<file path="config.mk">
export PLATFORM = sky130hd
export DESIGN_NAME = timer_slot_table_core_flat
export DESIGN_NICKNAME = d
export VERILOG_FILES = /design/src/rtl/tst_pkg.sv /design/src/rtl/tst_in_if.sv /design/src/rtl/tst_out_if.sv /design/src/rtl/timer_slot_table_core.sv /design/src/flat_wrapper.sv
export SDC_FILE = /design/constraint.sdc
export NUM_CORES = 2
export LEC_CHECK = 0
export BUFFER_PORTS_ARGS = -buffer_cell sky130_fd_sc_hd__buf_2
export CAP_MARGIN = 40
export CORE_MARGIN = 2
export CORE_UTILIZATION = 26
export CTS_CLUSTER_SIZE = 8
export DETAILED_ROUTE_END_ITERATION = 16
export SLEW_MARGIN = 20
export SYNTH_ARGS = -nofsm -noshare
export SYNTH_HDL_FRONTEND = slang
export SYNTH_SLANG_ARGS = --single-unit
export TNS_END_PERCENT = 30
</file>
<file path="constraint.sdc">
create_clock -name clk -period 7.4 [get_ports clk]
set_input_delay 1.85 -clock clk [delete_from_list [all_inputs] [get_ports clk]]
set_output_delay 1.85 -clock clk [all_outputs]
set_load 0.005 [all_outputs]
</file>
<file path="src/rtl/tst_pkg.sv">
`timescale 1ns / 1ps

package tst_pkg;

  // fixed widths of the request and result fields
  localparam int TIME_W       = 32;
  localparam int IN_TAG_W     = 8;
  localparam int SLOT_FIELD_W = 5;
  localparam int TAG_FIELD_W  = 8;

  // request kinds
  typedef enum logic {
    REQ_POST = 1'b0,
    REQ_TICK = 1'b1
  } req_kind_t;

  // result status codes
  typedef enum logic [1:0] {
    ST_POSTED = 2'd0,
    ST_FULL   = 2'd1,
    ST_FIRED  = 2'd2,
    ST_DONE   = 2'd3
  } status_t;

endpackage

</file>
<file path="src/rtl/tst_in_if.sv">
`timescale 1ns / 1ps

interface tst_in_if
  import tst_pkg::*;
();
  logic                valid;
  logic                ready;
  logic                req_type;
  logic [TIME_W-1:0]   now_time;
  logic [TIME_W-1:0]   period;
  logic                one_shot;
  logic [IN_TAG_W-1:0] handler_tag;

  modport source (output valid, req_type, now_time, period, one_shot, handler_tag,
                  input ready);
  modport sink   (input valid, req_type, now_time, period, one_shot, handler_tag,
                  output ready);
endinterface

</file>
<file path="src/rtl/tst_out_if.sv">
`timescale 1ns / 1ps

interface tst_out_if
  import tst_pkg::*;
();
  logic                    valid;
  logic                    ready;
  logic [1:0]              status;
  logic [SLOT_FIELD_W-1:0] slot;
  logic [TAG_FIELD_W-1:0]  fired_tag;
  logic                    last;

  modport source (output valid, status, slot, fired_tag, last, input ready);
  modport sink   (input valid, status, slot, fired_tag, last, output ready);
endinterface

</file>
<file path="src/rtl/timer_slot_table_core.sv">
`timescale 1ns / 1ps
// post: the request is taken, then the walk steps over each used slot below the lowest
//   free one; the posted or full result follows
// tick: walks every slot; a free slot is skipped and a used one goes through a memory
//   read, then due check and write back on a periodic firing, and the done result closes
//   the walk; a stalled result sink holds the walk
// reset clears the used flags at once; the slot memory is not cleared and needs no pass

module timer_slot_table_core
  import tst_pkg::*;
#(
  parameter int SLOTS    = 32,
  parameter int TAG_BITS = 8
) (
  input  logic      clk,
  input  logic      rst,
  tst_in_if.sink    req,
  tst_out_if.source res
);

  localparam int IDX_W   = $clog2(SLOTS);
  localparam int ENTRY_W = TAG_BITS + 1 + 2 * TIME_W;
  localparam logic [IDX_W-1:0] LAST_IDX = IDX_W'(SLOTS - 1);

  typedef enum logic [4:0] {
    S_IDLE    = 5'b00001,
    S_POST    = 5'b00010,
    S_TICK_RD = 5'b00100,
    S_TICK_EV = 5'b01000,
    S_FINISH  = 5'b10000
  } state_t;

  state_t              state;
  logic [IDX_W-1:0]    idx;
  logic [SLOTS-1:0]    used;
  status_t             fin_status;

  // latched request
  logic [TIME_W-1:0]   req_now;
  logic [TIME_W-1:0]   req_period;
  logic                req_single;
  logic [TAG_BITS-1:0] req_tag;

  // result register
  logic                    o_valid;
  logic                    o_valid_next;
  status_t                 o_status;
  logic [SLOT_FIELD_W-1:0] o_slot;
  logic [TAG_FIELD_W-1:0]  o_tag;
  logic                    o_last;

  // slot memory: {tag, one-shot, period, last fire time}
  logic [ENTRY_W-1:0]  mem [SLOTS];
  logic [ENTRY_W-1:0]  rd_data;
  logic                mem_we;
  logic [ENTRY_W-1:0]  mem_wdata;

  logic [TIME_W-1:0]   rd_last;
  logic [TIME_W-1:0]   rd_period;
  logic                rd_single;
  logic [TAG_BITS-1:0] rd_tag;
  logic [TIME_W-1:0]   due;
  logic                due_hit;
  logic                out_free;

  assign rd_last   = rd_data[TIME_W-1:0];
  assign rd_period = rd_data[2*TIME_W-1:TIME_W];
  assign rd_single = rd_data[2*TIME_W];
  assign rd_tag    = rd_data[ENTRY_W-1:2*TIME_W+1];

  // due time wraps to the time width before the compare
  assign due      = rd_last + rd_period;
  assign due_hit  = (due <= req_now);
  assign out_free = !o_valid || res.ready;

  assign req.ready     = (state == S_IDLE);
  assign res.valid     = o_valid;
  assign res.status    = o_status;
  assign res.slot      = o_slot;
  assign res.fired_tag = o_tag;
  assign res.last      = o_last;

  // write back: new entry on a claim, fresh fire time on a periodic firing
  always_comb begin
    mem_we    = 1'b0;
    mem_wdata = {req_tag, req_single, req_period, req_now};
    if (state == S_POST && !used[idx] && out_free) begin
      mem_we = 1'b1;
    end else if (state == S_TICK_EV && due_hit && !rd_single && out_free) begin
      mem_we    = 1'b1;
      mem_wdata = {rd_tag, rd_single, rd_period, req_now};
    end
  end

  // result valid: held until taken, set when a claim, firing or close is produced
  always_comb begin
    o_valid_next = o_valid && !res.ready;
    if (out_free && ((state == S_POST && !used[idx]) ||
                     (state == S_TICK_EV && due_hit) ||
                     (state == S_FINISH))) begin
      o_valid_next = 1'b1;
    end
  end

  // slot memory, one write and one registered read per cycle
  always_ff @(posedge clk) begin
    if (mem_we) begin
      mem[idx] <= mem_wdata;
    end
    rd_data <= mem[idx];
  end

  // result payload
  always_ff @(posedge clk) begin
    if (out_free) begin
      unique case (state)
        S_POST: begin
          o_status <= ST_POSTED;
          o_slot   <= SLOT_FIELD_W'(idx);
          o_tag    <= TAG_FIELD_W'(req_tag);
          o_last   <= 1'b1;
        end
        S_TICK_EV: begin
          o_status <= ST_FIRED;
          o_slot   <= SLOT_FIELD_W'(idx);
          o_tag    <= TAG_FIELD_W'(rd_tag);
          o_last   <= 1'b0;
        end
        S_FINISH: begin
          o_status <= fin_status;
          o_slot   <= '0;
          o_tag    <= '0;
          o_last   <= 1'b1;
        end
        default: begin
          o_status <= o_status;
        end
      endcase
    end
  end

  // request latch
  always_ff @(posedge clk) begin
    if (req.valid && req.ready) begin
      req_now    <= req.now_time;
      req_period <= req.period;
      req_single <= req.one_shot;
      req_tag    <= TAG_BITS'(req.handler_tag);
    end
  end

  // sequencer
  always_ff @(posedge clk) begin
    if (rst) begin
      state      <= S_IDLE;
      idx        <= '0;
      used       <= '0;
      o_valid    <= 1'b0;
      fin_status <= ST_DONE;
    end else begin
      o_valid <= o_valid_next;
      unique case (state)
        S_IDLE: begin
          if (req.valid) begin
            idx   <= '0;
            state <= (req.req_type == REQ_TICK) ? S_TICK_RD : S_POST;
          end
        end
        S_POST: begin
          // claim the lowest free slot
          if (!used[idx]) begin
            if (out_free) begin
              used[idx] <= 1'b1;
              state     <= S_IDLE;
            end
          end else if (idx == LAST_IDX) begin
            fin_status <= ST_FULL;
            state      <= S_FINISH;
          end else begin
            idx <= idx + 1'b1;
          end
        end
        S_TICK_RD: begin
          // used slots go through a memory read, free ones are skipped
          if (used[idx]) begin
            state <= S_TICK_EV;
          end else if (idx == LAST_IDX) begin
            fin_status <= ST_DONE;
            state      <= S_FINISH;
          end else begin
            idx <= idx + 1'b1;
          end
        end
        S_TICK_EV: begin
          if (!due_hit || out_free) begin
            if (due_hit && rd_single) begin
              used[idx] <= 1'b0;
            end
            if (idx == LAST_IDX) begin
              fin_status <= ST_DONE;
              state      <= S_FINISH;
            end else begin
              idx   <= idx + 1'b1;
              state <= S_TICK_RD;
            end
          end
        end
        S_FINISH: begin
          if (out_free) begin
            state <= S_IDLE;
          end
        end
        default: begin
          state <= S_IDLE;
        end
      endcase
    end
  end

  // a claimed slot is marked used on the next cycle
  a_claim_marks_used: assert property (@(posedge clk) disable iff (rst)
    (state == S_POST && !used[idx] && out_free) |=> used[$past(idx)])
    else $error("claimed slot not marked used");

  // only the closing result of a request carries last
  a_fired_not_last: assert property (@(posedge clk) disable iff (rst)
    (o_valid && o_status == ST_FIRED) |-> !o_last)
    else $error("fired result marked last");

  // an accepted request always leaves idle
  a_accept_leaves_idle: assert property (@(posedge clk) disable iff (rst)
    (req.valid && req.ready) |=> (state != S_IDLE))
    else $error("request accepted without starting work");

  // memory is written only on a claim or a periodic firing
  a_write_source: assert property (@(posedge clk) disable iff (rst)
    mem_we |-> (out_free && (state == S_POST || state == S_TICK_EV)))
    else $error("unexpected slot memory write");

endmodule
</file>
<file path="src/flat_wrapper.sv">
// flat-port wrapper written by rule: the top's interface ports become plain ports
module timer_slot_table_core_flat import tst_pkg::*;
#(
  parameter int SLOTS    = 32,
  parameter int TAG_BITS = 8
)
  (clk, rst, req_valid, req_req_type, req_now_time, req_period, req_one_shot, req_handler_tag, req_ready, res_valid, res_status, res_slot, res_fired_tag, res_last, res_ready);
  tst_in_if req_i ();
  tst_out_if res_i ();
  input  logic clk;
  input  logic rst;
  input wire logic [$bits(req_i.valid)-1:0] req_valid;
  input wire logic [$bits(req_i.req_type)-1:0] req_req_type;
  input wire logic [$bits(req_i.now_time)-1:0] req_now_time;
  input wire logic [$bits(req_i.period)-1:0] req_period;
  input wire logic [$bits(req_i.one_shot)-1:0] req_one_shot;
  input wire logic [$bits(req_i.handler_tag)-1:0] req_handler_tag;
  output wire logic [$bits(req_i.ready)-1:0] req_ready;
  output wire logic [$bits(res_i.valid)-1:0] res_valid;
  output wire logic [$bits(res_i.status)-1:0] res_status;
  output wire logic [$bits(res_i.slot)-1:0] res_slot;
  output wire logic [$bits(res_i.fired_tag)-1:0] res_fired_tag;
  output wire logic [$bits(res_i.last)-1:0] res_last;
  input wire logic [$bits(res_i.ready)-1:0] res_ready;
  assign req_i.valid = req_valid;
  assign req_i.req_type = req_req_type;
  assign req_i.now_time = req_now_time;
  assign req_i.period = req_period;
  assign req_i.one_shot = req_one_shot;
  assign req_i.handler_tag = req_handler_tag;
  assign req_ready = req_i.ready;
  assign res_valid = res_i.valid;
  assign res_status = res_i.status;
  assign res_slot = res_i.slot;
  assign res_fired_tag = res_i.fired_tag;
  assign res_last = res_i.last;
  assign res_i.ready = res_ready;
  timer_slot_table_core #(.SLOTS(SLOTS), .TAG_BITS(TAG_BITS)) u_core (.clk(clk), .rst(rst), .req(req_i), .res(res_i));
endmodule
</file>
---- After elaboration in Yosys (flattened, before gate mapping) ----
Memories as Yosys holds them, arrays and structs flattened. A register that Yosys moved wholly into a read port is not among the register bits.
Index checks and enable logic that the tools add are counted.
word-level totals
  bits in writable memories ............... 2336
  register bits ........................... 134
  input port bits ......................... 78
  logic and storage cells ................. 111
  memories kept ........................... 1
  output and inout bits ................... 18
memory list
  name        depth  width  rd ports  clocked after Yosys merged registers in  wr ports  line                         RTL
  u_core.mem  32     73     1         1                                        1         timer_slot_table_core.sv:53  logic [ENTRY_W-1:0] mem [SLOTS];
cells by class
  eq/ne operators ......................... 14
  mux-type cells .......................... 41
  reductions and logical operators ........ 34
  magnitude comparators ................... 3
  $add $sub $neg .......................... 2
  bitwise operators ....................... 3
operators with widths
  operator                                                                      count
  73-bit 2-to-1 mux                                                             2
  32-bit 2-to-1 mux                                                             4
  32-bit one-hot mux with 2 select lines                                        1
  5-bit 2-to-1 mux                                                              12
  32-bit adder                                                                  1
  32-bit AND                                                                    1
  32-bit <= comparator                                                          1
  32-bit NOT                                                                    1
  32-bit OR                                                                     1
  5-bit one-hot mux with 5 select lines                                         1
  8-bit one-hot mux with 3 select lines                                         1
  5-bit one-hot mux with 4 select lines                                         1
  5-bit AND reduction                                                           3
  2-bit != test, second input constant                                          7
  2-bit one-hot mux with 3 select lines                                         2
  5-bit equality test, second input constant                                    2
  1-bit logical AND                                                             10
  2-bit 2-to-1 mux                                                              5
  5-bit one-hot mux with 2 select lines                                         1
  2-bit AND reduction                                                           4
  1-bit 2-to-1 mux                                                              7
  5-bit by 6-bit less-than comparator with 1-bit output, second input constant  1
  2-bit nonzero test                                                            3
  3-bit nonzero test                                                            2
  other kinds (15)                                                              23

---- Logic depth before layout (Yosys ltp) ----
  depth in word-level cells ............... 9
  mapped depth ............................ 23
  depth with buffers taken out ............ 22

---- Worst setup path before layout ----
No wires, ideal clock.
  kind .................................... flip-flop to flip-flop
  start ................................... reg u_core.rd_data[32], read port of u_core.mem
  end ..................................... mem u_core.mem[0][0] in the netlist's numbering (enable)
  setup time .............................. 505 ps
  arrival ................................. 7390 ps
  slack ................................... -495 ps
  buffers on the path ..................... 0
  required time ........................... 6895 ps
  clock period less this slack ............ 7895 ps
  stages on the path, launching flop included .. 21
  cells stage by stage .................... dfxtp_1 -> ha_1 -> inv_1 -> fa_1 -> nor2b_1 -> o2111ai_1 -> a21boi_1 -> a211oi_1 -> o21a_1 -> o31ai_1 -> a221oi_1 -> nor2b_1 -> xnor2_1 -> ha_1 -> nand4_1 -> or2_1 -> nor3_1 -> a22oi_1 -> nor4_2 -> o21ai_1 -> nor2_1
between the ends
  cells in the longest elaborated chain, start to end .. 9
ends and longest elaborated chain
  element                                 line                          RTL
  from (decl)                             timer_slot_table_core.sv:54   logic [ENTRY_W-1:0] rd_data;
  32-bit adder                            timer_slot_table_core.sv:72   assign due = rd_last + rd_period;
  32-bit <= comparator                    timer_slot_table_core.sv:73   assign due_hit = (due <= req_now);
  1-bit logical AND (3 in a row)          timer_slot_table_core.sv:89   end else if (state == S_TICK_EV && due_hit && !rd_single && out_free) begin
  1-bit 2-to-1 mux                        timer_slot_table_core.sv:89
  1-bit 2-to-1 mux                        timer_slot_table_core.sv:87   if (state == S_POST && !used[idx] && out_free) begin
  1-bit 2-to-1 mux                        timer_slot_table_core.sv:107  if (mem_we) begin
  1-bit 2-to-1 mux (implied by the code)  timer_slot_table_core.sv:108  mem[idx] <= mem_wdata;
  to (decl)                               timer_slot_table_core.sv:53
Every way passes these cells.

---- Worst setup path in the final report ----
  start ................................... reg u_core.rd_data[32], read port of u_core.mem
  end ..................................... mem u_core.mem[4][10] in the netlist's numbering (enable)
Same word-level chain as after synthesis.

==> results by group <==
Outcome
  – Outcome: complete, no violations

Synth
  – Synth cell types: 61
  – Part of the Yosys area used for sequential elements: 0.781
  – Top_reg_cell synth: edfxtp_1
  – #FFs+latches synth: 2542
  – Number of flops mapped to enable cells by yosys: 2425
  – Mapped Cells: 4321
  – Syn_area_per_cell: 22.3 µm²
  – Post-Syn Nets: 4468
  – Post-Syn Area: 96200 µm²
  – Ys async rst share: 0
  – Synth warn: 0

Final layout
  – Fraction of layout cells with a size suffix above 1: 0.271
  – Layout area overhead: 18.9%
  – Final nets: 4875
  – Final core utilization: 0.310
  – Most frequent cells in the layout: edfxtp_1, mux4_2, clkbuf_16
  – Final Instance Area: 114000 µm²
  – Commonest non-fill, non-tap cell in the layout: edfxtp_1

Placed design
  – Port-buffer cells: 95
  – Area after DPL: 104000 µm²
  – Gpl congestion: 0.839
  – HPWL Detailed: 152000 µm

CTS
  – CTS root buffer: clkbuf_16
  – Clock slew at reported path FFs: 0.05 ns
  – Worst skew pair latency: 0.96 ns
  – TritonCTS clock tree: done
  – Maximum clock path buffer count: 4
  – Total CTS buffers: 369
  – Post-CTS sizing: 0
  – Clk sinks: 2542
  – H-tree depth: 5
  – Postcts setup bufs: 0
  – Hold-fix buffers, CTS: 0

Power and ir drop
  – Psw: 6830 µW
  – Pwr Density: 284 nW/µm²
  – Gate power share: 0.052
  – VDD IR max: 0.272 mV
  – Seq pwr share: 0.493
  – P_leak: 0.0346 µW
  – Sw frac: 0.210
  – Clock share of power: 0.455
  – P_int: 25700 µW

Critical path
  – Stages on the worst setup path: 25
  – Max incr delay on CP: 0.52 ns
  – Critical Path Sink: u_core.mem[4][10]
  – WP data required: 7.95 ns
  – Crit path DAT: 7.24 ns
  – FF-to-FF Start: u_core.rd_data[32]
  – WS Path Type: flop to flop
  – Slowest-stage cell, CP: nor2_4
  – R2R Path End: u_core.mem[4][10]
  – Kind of start point of the critical path: flop
  – Critical path startpoint: u_core.rd_data[32]
  – Worst Reg-to-Reg Cells: 25
  – Crit path max fanout: 33
  – Worst setup EP type: flop
  – Top delay family on crit path: compound AO/OA/AOI/OAI gates
  – Crit path buffers/inverters: 4
  – R2R Setup Slk: 0.71 ns

Detailed routing
  – Initial detailed-routing violation count: 6075
  – Vias per cell: 4.94
  – Via count: 48500
  – DR pass1 iterations: 6
  – DRT Wirelength: 272000 µm
  – Wire length per cell: 27.7 µm
  – Residual DRC: 0
  – Detail Route Antenna Nets: 0

STA
  – Hold Vio Cnt, Final: 0
  – Unrepaired setup endpoints after global routing: false
  – Worst slew pin tran: 0.993 ns
  – Fin crit period: 6.69 ns
  – Worst Skew: 0.0719 ns
  – Max Clock Freq: 0.150 GHz
  – Setup violators final: 0
  – Final period util: 0.903
  – Max-slew violation count: 0
  – Max_slew headroom: 0.338

Global routing
  – First-pass GRT wire length: 381000 µm
  – Initial antenna violation count: 34
  – GRT Resource Usage Total: 0.142
  – Vias in the first global route: 49000
  – Total congestion overflow: 0
  – Largest net degree at the start of global routing: 116

Floorplan
  – Site Rows: 223
  – Ports: 96
  – Die ar.: 375000 µm²
  – Core ar.: 369000 µm²
  – Initial Utilization: 0.261
  – Die W: 612 µm
  – Die height: 612 µm

Worst hold path
  – Hold/Removal Path Class: flop to flop

Flow run
  – Max cap viols: 0
==> power by group through the flow <==
stage,Sequential (µW),Combinational [µW],Clock [µW]
after global routing,16000,1810,15600
after global placement,16300,1640,0
final,16000,1680,14800
after detailed placement,16300,1680,0
after floorplan,16300,1050,0
after CTS,16100,1680,15000
==> layout make-up <==
class / count / area (µm²)
Multi-Input combinational cell: 1505 / 20300
Timing Repair Buffer: 264 / 2630
Clock buffer: 498 / 9820
Sequential cell: 2542 / 75200
Inverter: 46 / 178
Tap cell: 4950 / 6190
Antenna cell: 7 / 17.5
Fill cell: 34900 / 254000
Clock inverter: 12 / 124
==> registers in the layout (all words and copies together), names as in the netlist, 2 cells and up, named ones only <==
register and cells:
u_core.mem 2336, u_core.res.slot 5, u_core.res.status 2, u_core.idx 5
u_core.state 5, u_core.rd_data 73, u_core.res.fired_tag 8, u_core.req_tag 8
u_core.req_period 32, u_core.req_now 32
==> metrics by stage <==
stage	cells	total power [µW]	hold WS, ns	TNS (ns)	worst slack [ns]
after global routing	9818	33500	0.517	0	0.349
final	9824	32500	0.509	0	0.714
after detailed placement	9294	18000	0.495	0	0.606
after CTS	9804	32800	0.510	0	0.580
after global placement	9287	18000	0.484	0	0.683
after floorplan	4321	17400	0.456	-1157.42	-0.495
==> logic make-up (layout without fill, tap and decap cells) <==
kind of cell             after synthesis  count (layout)  share of synthesized area
buffers and inverters                274             820                     0.0110
AND/OR/NAND/NOR                      273             273                     0.0154
XOR/XNOR                              31              31                    0.00282
adder cells (fa/ha/maj)               69              69                    0.00905
flip-flops                          2542            2542                      0.781
multiplexers                         632             632                      0.143
AO/OA/AOI/OAI                        500             500                     0.0373
other                                  0               7                          0
==> worst min path at each step <==
stage                               from                   end  slack [ns]  depth (start not counted)
floorplan           u_core.fin_status[1]  u_core.fin_status[1]        0.46                          1
global placement    u_core.fin_status[1]  u_core.fin_status[1]        0.48                          1
detailed placement  u_core.fin_status[1]  u_core.fin_status[1]        0.50                          1
CTS                 u_core.fin_status[1]  u_core.fin_status[1]        0.51                          1
global route        u_core.fin_status[1]  u_core.fin_status[1]        0.52                          1
finish              u_core.fin_status[1]  u_core.fin_status[1]        0.51                          1
==> routing by layer <==
layer | global-route usage | vias up | share of wire
li1 | - | 19300 | -
met1 | 0.191 | 26300 | 0.40
met2 | 0.232 | 2443 | 0.49
met3 | 0.0291 | 492 | 0.084
met4 | 0.0401 | 12 | 0.026
met5 | 0 | - | 0.00025
==> synthesized netlist by cell type, types with 11 or more instances <==
cell	instances	share of area
edfxtp_1	2425	0.76
mux4_2	592	0.14
a22oi_1	299	0.023
clkbuf_1	151	0.0059
dfxtp_1	117	0.024
nand4_1	84	0.0055
ha_1	68	0.0088
nor2_1	67	0.0026
a21oi_1	66	0.0034
buf_1	66	0.0026
inv_1	46	0.0018
nand2_1	34	0.0013
a311oi_1	33	0.0030
mux2_2	28	0.0033
a21o_1	24	0.0019
o21ai_0	20	0.0010
xnor2_1	19	0.0017
nor3_1	13	0.00068
mux2_1	12	0.0014
xor2_1	12	0.0011
and2_1	11	0.00072
No activity file was read; power rests on OpenSTA's default activity.
